## src/sv/crce_pkg.sv

```systemverilog
// Package for the Catmull-Rom curve evaluator: widths, constants, payload
// types, the controller state type and the controller-to-datapath command struct.
// No dependencies.
`timescale 1ns / 1ps

package crce_pkg;

    localparam int MAX_POINTS      = 256;
    localparam int PARAM_FRAC_BITS = 16;
    localparam int WFRAC           = 24;

    localparam int COORD_W  = 32;
    localparam int IDX_W    = 8;
    localparam int ADDR_W   = $clog2(MAX_POINTS);
    localparam int CNT_W    = 9;
    localparam int U_W      = PARAM_FRAC_BITS + 1;
    localparam int N_W      = ADDR_W;
    localparam int UPROD_W  = U_W + N_W;
    localparam int SEG_W    = UPROD_W - PARAM_FRAC_BITS;
    localparam int T_W      = WFRAC + 1;
    localparam int SQ_W     = 2 * T_W;
    localparam int W_W      = WFRAC + 4;
    localparam int PROD_W   = W_W + COORD_W;
    localparam int ACC_W    = PROD_W + 2;
    localparam int RND_W    = ACC_W - (WFRAC + 1);
    localparam int RAM_W    = 3 * COORD_W;
    localparam int NTAPS    = 4;
    localparam int K_W      = 2;

    localparam int CNT_RESET = 4;
    localparam int CNT_MIN   = 4;

    localparam logic OP_WRITE = 1'b0;
    localparam logic OP_EVAL  = 1'b1;

    typedef struct packed {
        logic                      op;
        logic [IDX_W-1:0]          point_index;
        logic signed [COORD_W-1:0] in_x;
        logic signed [COORD_W-1:0] in_y;
        logic signed [COORD_W-1:0] in_z;
        logic [U_W-1:0]            u;
    } crce_item_t;

    typedef struct packed {
        logic signed [COORD_W-1:0] out_x;
        logic signed [COORD_W-1:0] out_y;
        logic signed [COORD_W-1:0] out_z;
        logic                      clipped;
    } crce_result_t;

    typedef enum logic [2:0] {
        ST_IDLE,
        ST_MAP,
        ST_SQ,
        ST_CUBE,
        ST_WGT,
        ST_FETCH,
        ST_DRAIN,
        ST_ROUND
    } crce_state_t;

    typedef struct packed {
        logic           wr_en;
        logic           prod_load;
        logic           map_load;
        logic           sq_load;
        logic           cube_load;
        logic           wgt_load;
        logic           acc_clr;
        logic           rd_en;
        logic [K_W-1:0] rd_k;
        logic           mul_en;
        logic [K_W-1:0] mul_k;
        logic           acc_en;
        logic           out_load;
    } crce_cmd_t;

endpackage

```

## src/sv/crce_ctrl.sv

```systemverilog
// Sequencing controller for the curve evaluator.
// Depends on crce_pkg.
`timescale 1ns / 1ps

module crce_ctrl (
    input  logic                clk,
    input  logic                rst_n,
    input  logic                accept,
    input  logic                op,
    output logic                busy,
    output crce_pkg::crce_cmd_t cmd
);

    crce_pkg::crce_state_t      state_reg, state_next;
    logic [crce_pkg::K_W-1:0]   k_reg, k_next;
    logic                       mul_v_reg, mul_v_next;
    logic [crce_pkg::K_W-1:0]   mul_k_reg, mul_k_next;
    logic                       acc_v_reg, acc_v_next;

    always_ff @(posedge clk or negedge rst_n)
    begin
        if (!rst_n)
        begin
            state_reg <= crce_pkg::ST_IDLE;
            k_reg     <= '0;
            mul_v_reg <= 1'b0;
            mul_k_reg <= '0;
            acc_v_reg <= 1'b0;
        end
        else
        begin
            state_reg <= state_next;
            k_reg     <= k_next;
            mul_v_reg <= mul_v_next;
            mul_k_reg <= mul_k_next;
            acc_v_reg <= acc_v_next;
        end
    end

    always_comb
    begin
        state_next    = state_reg;
        k_next        = k_reg;
        cmd           = '0;
        cmd.wr_en     = accept && (op == crce_pkg::OP_WRITE);
        cmd.mul_en    = mul_v_reg;
        cmd.mul_k     = mul_k_reg;
        cmd.acc_en    = acc_v_reg;
        case (state_reg)
            crce_pkg::ST_IDLE:
            begin
                if (accept && (op == crce_pkg::OP_EVAL))
                begin
                    cmd.prod_load = 1'b1;
                    state_next    = crce_pkg::ST_MAP;
                end
            end
            crce_pkg::ST_MAP:
            begin
                cmd.map_load = 1'b1;
                state_next   = crce_pkg::ST_SQ;
            end
            crce_pkg::ST_SQ:
            begin
                cmd.sq_load = 1'b1;
                state_next  = crce_pkg::ST_CUBE;
            end
            crce_pkg::ST_CUBE:
            begin
                cmd.cube_load = 1'b1;
                state_next    = crce_pkg::ST_WGT;
            end
            crce_pkg::ST_WGT:
            begin
                cmd.wgt_load = 1'b1;
                cmd.acc_clr  = 1'b1;
                k_next       = '0;
                state_next   = crce_pkg::ST_FETCH;
            end
            crce_pkg::ST_FETCH:
            begin
                cmd.rd_en = 1'b1;
                cmd.rd_k  = k_reg;
                k_next    = k_reg + 1'b1;
                if (k_reg == crce_pkg::K_W'(crce_pkg::NTAPS - 1))
                begin
                    k_next     = '0;
                    state_next = crce_pkg::ST_DRAIN;
                end
            end
            crce_pkg::ST_DRAIN:
            begin
                // last product, then last accumulate
                k_next = k_reg + 1'b1;
                if (k_reg == crce_pkg::K_W'(1))
                begin
                    state_next = crce_pkg::ST_ROUND;
                end
            end
            crce_pkg::ST_ROUND:
            begin
                cmd.out_load = 1'b1;
                state_next   = crce_pkg::ST_IDLE;
            end
            default:
            begin
                state_next = crce_pkg::ST_IDLE;
            end
        endcase
        mul_v_next = cmd.rd_en;
        mul_k_next = cmd.rd_k;
        acc_v_next = mul_v_reg;
    end

    assign busy = (state_reg != crce_pkg::ST_IDLE);

endmodule

```

## config.mk

```make
export PLATFORM = sky130hd
export DESIGN_NAME = crce_ctrl
export DESIGN_NICKNAME = d
export VERILOG_FILES = /design/src/sv/crce_pkg.sv /design/src/sv/crce_ctrl.sv
export SDC_FILE = /design/constraint.sdc
export NUM_CORES = 1
export LEC_CHECK = 0
export BUFFER_PORTS_ARGS = -buffer_cell sky130_fd_sc_hd__buf_2
export CAP_MARGIN = 20
export CORE_AREA = 2 2 39 41
export CTS_BUF_LIST = sky130_fd_sc_hd__clkbuf_8
export CTS_CLUSTER_SIZE = 28
export DETAILED_ROUTE_END_ITERATION = 16
export DIE_AREA = 0 0 41 43
export GPL_ROUTABILITY_DRIVEN = 0
export PLACE_DENSITY = 0.66
export SLEW_MARGIN = 20
export SYNTH_ARGS = -nofsm -noshare
export SYNTH_HDL_FRONTEND = slang
export SYNTH_SLANG_ARGS = --single-unit
export TNS_END_PERCENT = 20
```

## constraint.sdc

```tcl
create_clock -name clk -period 2.4 [get_ports clk]
set_input_delay 0.12 -clock clk [delete_from_list [all_inputs] [get_ports clk]]
set_output_delay 0.12 -clock clk [all_outputs]
set_load 0.05 [all_outputs]
```

==> impl_metrics.py, run 1 <==
metrics = {
    "placed_design": {
        "dp_hpwl_um": 757,
        "portBuffers": 19,
    },
    "clock_network": {
        "clock-sinks": 9,
        "clk_pin_slew_ps": 50,
        "htree_levels": 1,
        "cts_resized": 0,
        "cts_buffers": 3,
        "cts_root_buf": "clkbuf_8",
        "cts_setup_buffers": 0,
        "clk_latency_ps": 230,
        "cts_hold_buffers": 1,
        "cts_tree": "built",
        "clock_path_buffers": 2,
    },
    "routing": {
        "wl_per_cell_um": 11.2,
        "via_per_inst": 4.62,
        "vias": 411,
        "drc_errors": 0,
        "ant_nets": 0,
        "dr.pass1.iters": 2,
        "drtIter0Drc": 4,
        "wirelength_um": 995,
    },
    "flow_run": {
        "cap_violations": 0,
    },
    "setup_path": {
        "worstSetupStartpointType": "flip-flop",
        "end_kind": "primary output",
        "critPathSlowestCell": "dfrtp_1",
        "crit_type": "flip-flop to primary output",
        "max_stage_delay_ps": 410,
        "crit_buf_inv": 2,
        "worstPathMaxFanout": 8,
        "required_ps": 2280,
        "crit_family": "flip-flops",
        "cp_data_arrival_time_ps": 1530,
        "path_cells": "inv_1, ha_1, and3_1, buf_2",
    },
    "yosys": {
        "ys.flop_type": "dfrtp_1",
        "synth_warnings": 0,
        "synth.yosys.seq_area_share": 0.414,
        "synthDistinctLibCells": 23,
        "synth_common_cells": "9 x dfrtp_1, 6 x ha_1, 5 x inv_1, 4 x nand2_1, 4 x nor2b_1",
        "avgSynthCellArea_um2": 10.3,
        "synth_area_leaders": "dfrtp_1 41%, ha_1 14%, nor2b_1 4.6%, buf_4 4.1%, and2_1 3.4%",
        "synthArstFlopShare": 1.00,
        "yosysTopAreaCell": "dfrtp_1",
        "yosys.area.top_type_share": 0.414,
        "synth_most_common_cell": "dfrtp_1",
        "netlist_area_um2": 544,
        "netlist_instances": 53,
        "ys_ff_latch": 9,
        "synth_edf_count": 0,
        "syn_nets": 63,
    },
    "timing": {
        "tns_ps": 0,
        "max_freq_mhz": 605,
        "period_needed_ps": 1650,
        "slew-limit-headroom": 0.721,
        "skew_ps": 2.51,
        "drv_slew": 0,
        "finalSetupViolCount": 0,
        "rsz0062_at_grt": "no",
        "hold_viol_final": 0,
        "tightest_slew_ps": 415,
        "post-route-period-util": 0.688,
    },
    "worst_hold_path": {
        "min_path_type": "input pin to async pin",
    },
    "cells_and_area": {
        "diodes": 0,
        "area_growth_pct": 26.4,
        "drive_above_1_share": 0.384,
        "nets": 84,
        "largest_register_ffs": 3,
    },
    "grt": {
        "grt_max_degree": 14,
        "gr-total-overflow": 0,
        "grt_pass1_vias": 406,
        "grtUsageTotal": 0.146,
        "grt_pass1_wl_um": 1680,
        "grt_antenna_before_repair": 0,
    },
    "floorplan": {
        "initial_core_util": 0.393,
        "die_h_um": 43,
        "coreArea_um2": 1380,
        "die_w_um": 41,
        "pin_count": 20,
        "row_count": 14,
        "die_area_um2": 1760,
    },
    "outcome": {
        "status": "finished clean",
    },
}
==> metal layers <==
| layer | vias to the layer above | GRT usage | share of wire |
|---|---|---|---|
| li1 | 206 | - | - |
| met3 | 2 | 0.0942 | 0.078 |
| met2 | 14 | 0.209 | 0.49 |
| met1 | 189 | 0.187 | 0.43 |
| met5 | - | 0 | 0 |
| met4 | 0 | 0.0200 | 0.010 |
==> kinds of logic after synthesis <==
logic type,Yosys count,share of synthesized area
buffers and inverters,9,0.0828
adder cells (fa/ha/maj),6,0.138
multiplexers,2,0.0460
flip-flops,9,0.414
AND/OR/NAND/NOR,21,0.244
AO/OA/AOI/OAI,6,0.0759
==> layout by cell type (no fill, tap or decap), drive strengths merged <==
cell / count
nor2: 2
mux2: 1
nor3: 1
o211ai: 1
and2: 3
o21ai: 3
o31ai: 1
nor2b: 5
and3: 2
a21boi: 1
clkbuf: 3
dlygate4sd3: 1
nand2b: 3
ha: 6
inv: 6
dfrtp: 9
nand2: 5
mux2i: 1
buf: 19
==> worst paths after layout <==
path / from / to / slack (ps) / cells past startpoint
setup / recovery: state_reg[1] / cmd[5] / 750 / 4
hold / removal: rst_n / k_reg[1] / 270 / 2
setup reg to reg: state_reg[1] / state_reg[1] / 780 / 6
hold reg to reg: acc_v_next / acc_v_reg / 380 / 0
max in group asynchronous: rst_n / state_reg[1] / 1950 / 2
min in group clk: accept / state_reg[2] / 300 / 4
==> final cells by class <==
cell class / count / area [µm²]
inverters: 5 / 18.8
flip-flops and latches: 9 / 225
multi-input cells: 35 / 274
clock buffers: 3 / 41.3
repair buffers: 20 / 105
fillers: 132 / 696
well taps: 16 / 20.0
clock inverters: 1 / 3.75
==> metrics by stage <==
step	hold slack [ps]	util	instances	cell area, µm²	worst slack (ps)
2_1_floorplan	-176	-	53	544	754
3_3_place_gp	-19.0	0.458	84	633	822
3_5_place_dp	-15.5	0.458	84	633	779
4_1_cts	273	0.497	89	688	733
5_1_grt	307	0.497	89	688	620
6_report	268	0.497	89	688	748
Power of run 1 is not shown: default switching activity piles up to over one toggle a cycle in this logic, so the estimate is an artifact.
==> run 2, diff against run 1 <==
==> constraint.sdc (replaced) <==
create_clock -name clk -period 1.6 [get_ports clk]
set_input_delay 0.08 -clock clk [delete_from_list [all_inputs] [get_ports clk]]
set_output_delay 0.08 -clock clk [all_outputs]
set_load 0.05 [all_outputs]
==> run 2 against run 1 <==
First-iteration DRC count stayed put. Die area stayed put. Routed wire length is 6.6% higher. Register-to-register slack worse by 740 ps. Core utilization is 4.1 points higher. Via count is 0.24% higher. Critical path type unchanged.
==> impl_metrics.py, run 2 (synthesis results as in run 1) <==
metrics = {
    "outcome": {
        "status": "finished clean",
    },
    "floorplan": {
        "die_w_um": 41,
        "row_count": 14,
        "pin_count": 20,
        "initial_core_util": 0.393,
        "die_h_um": 43,
        "coreArea_um2": 1380,
        "die_area_um2": 1760,
    },
    "cells_and_area": {
        "largest_register_ffs": 3,
        "design_area_um2": 744,
        "n_fill_cell": 127,
        "multi_input_area_um2": 289,
        "final_common_cell": "buf_2",
        "finish.utilization": 0.538,
        "register_area_um2": 225,
        "final_cell_mix": "13 x buf_2, 9 x dfrtp_1, 6 x inv_1",
        "nets": 86,
        "drive_above_1_share": 0.427,
        "diodes": 0,
        "area_growth_pct": 36.8,
    },
    "timing": {
        "drv_slew": 0,
        "rsz0062_at_grt": "yes",
        "setup_ws_ps": 20.9,
        "max_freq_mhz": 633,
        "post-route-period-util": 0.987,
        "slew-limit-headroom": 0.736,
        "tns_ps": 0,
        "hold_viol_final": 0,
        "finalSetupViolCount": 0,
        "skew_ps": 0.292,
        "period_needed_ps": 1580,
        "tightest_slew_ps": 393,
    },
    "routing": {
        "via_per_inst": 4.53,
        "drtIter0Drc": 4,
        "ant_nets": 0,
        "vias": 412,
        "wl_per_cell_um": 11.7,
        "drc_errors": 0,
        "dr.pass1.iters": 4,
        "wirelength_um": 1060,
    },
    "setup_path": {
        "crit_family": "flip-flops",
        "crit_buf_inv": 2,
        "max_stage_delay_ps": 420,
        "cp_data_arrival_time_ps": 1500,
        "worstSetupStartpointType": "flip-flop",
        "crit_type": "flip-flop to primary output",
        "worstPathMaxFanout": 4,
        "path_cells": "inv_1, ha_1, and2_1, clkbuf_4",
        "end_kind": "primary output",
        "critPathSlowestCell": "dfrtp_1",
        "required_ps": 1520,
    },
    "clock_network": {
        "cts_tree": "built",
        "clk_pin_slew_ps": 40,
        "cts_buffers": 3,
        "htree_levels": 1,
        "clock_path_buffers": 2,
        "clk_latency_ps": 230,
        "cts_root_buf": "clkbuf_8",
        "clock-sinks": 9,
    },
    "placed_design": {
        "postPlaceCellArea_um2": 651,
        "dp_slack_ps": 60.6,
        "portBuffers": 19,
        "dp_hpwl_um": 788,
    },
    "flow_run": {
        "cap_violations": 0,
    },
    "grt": {
        "grt_pass1_vias": 370,
        "grt_antenna_before_repair": 0,
        "gr-total-overflow": 0,
        "grt_pass1_wl_um": 1500,
        "grtUsageTotal": 0.134,
        "grt_max_degree": 13,
    },
    "worst_hold_path": {
        "min_path_type": "input pin to async pin",
    },
}
run 2: cell count changes in the layout (fill, tap and decap cells not counted), sizes merged:
| cell | delta |
|---|---|
| clkbuf | +2 |
run 2: layout make-up:
type                       count  share of cell area
inverter                       5              0.0252
clock buffer                   3              0.0555
multi-input combinational     35               0.388
tap                           16              0.0269
clock inverter                 1             0.00504
sequential                     9               0.303
timing repair buffer          22               0.197
run 2: worst paths after layout:
check | startpoint | to | slack, ps | depth (start not counted)
worst max-delay path | state_reg[1] | cmd[9] | 20 | 4
worst min-delay path | rst_n | mul_k_reg[0] | 240 | 2
worst max register to register | state_reg[1] | state_reg[1] | 40 | 6
worst min register to register | acc_v_next | acc_v_reg | 370 | 0
max in group asynchronous | rst_n | acc_v_reg | 1190 | 2
min in group clk | accept | state_reg[2] | 280 | 4
run 2: worst reg2reg max path: stages, from the launching register on:
cell,delay (ps)
dfrtp_1,420
inv_1,130
ha_1,260
nand2b_4,70
nand2b_2,180
nand2_2,90
mux2_4,300
run 2: through the flow:
stage | hold WS [ps] | instances
6_report | 237 | 91
5_1_grt | 276 | 91
4_1_cts | 234 | 91
3_5_place_dp | -58.4 | 86
3_3_place_gp | -60.6 | 86
2_1_floorplan | -216 | 53
run 2: what timing repair did:
item                       in CTS  in global routing
hold endpoints to repair        9                  0
gates resized for setup         5                  6
buffers inserted                0                  0
hold buffers                    1                  0
setup endpoints to repair       4                  6
run 2: routing by layer:
| layer | share of wire | GRT usage | up-vias |
|---|---|---|---|
| li1 | - | - | 209 |
| met4 | 0 | 0.100 | 0 |
| met1 | 0.43 | 0.151 | 190 |
| met5 | 0 | 0 | - |
| met2 | 0.50 | 0.194 | 13 |
| met3 | 0.068 | 0.0524 | 0 |
Power of run 2 is left out for the same reason.
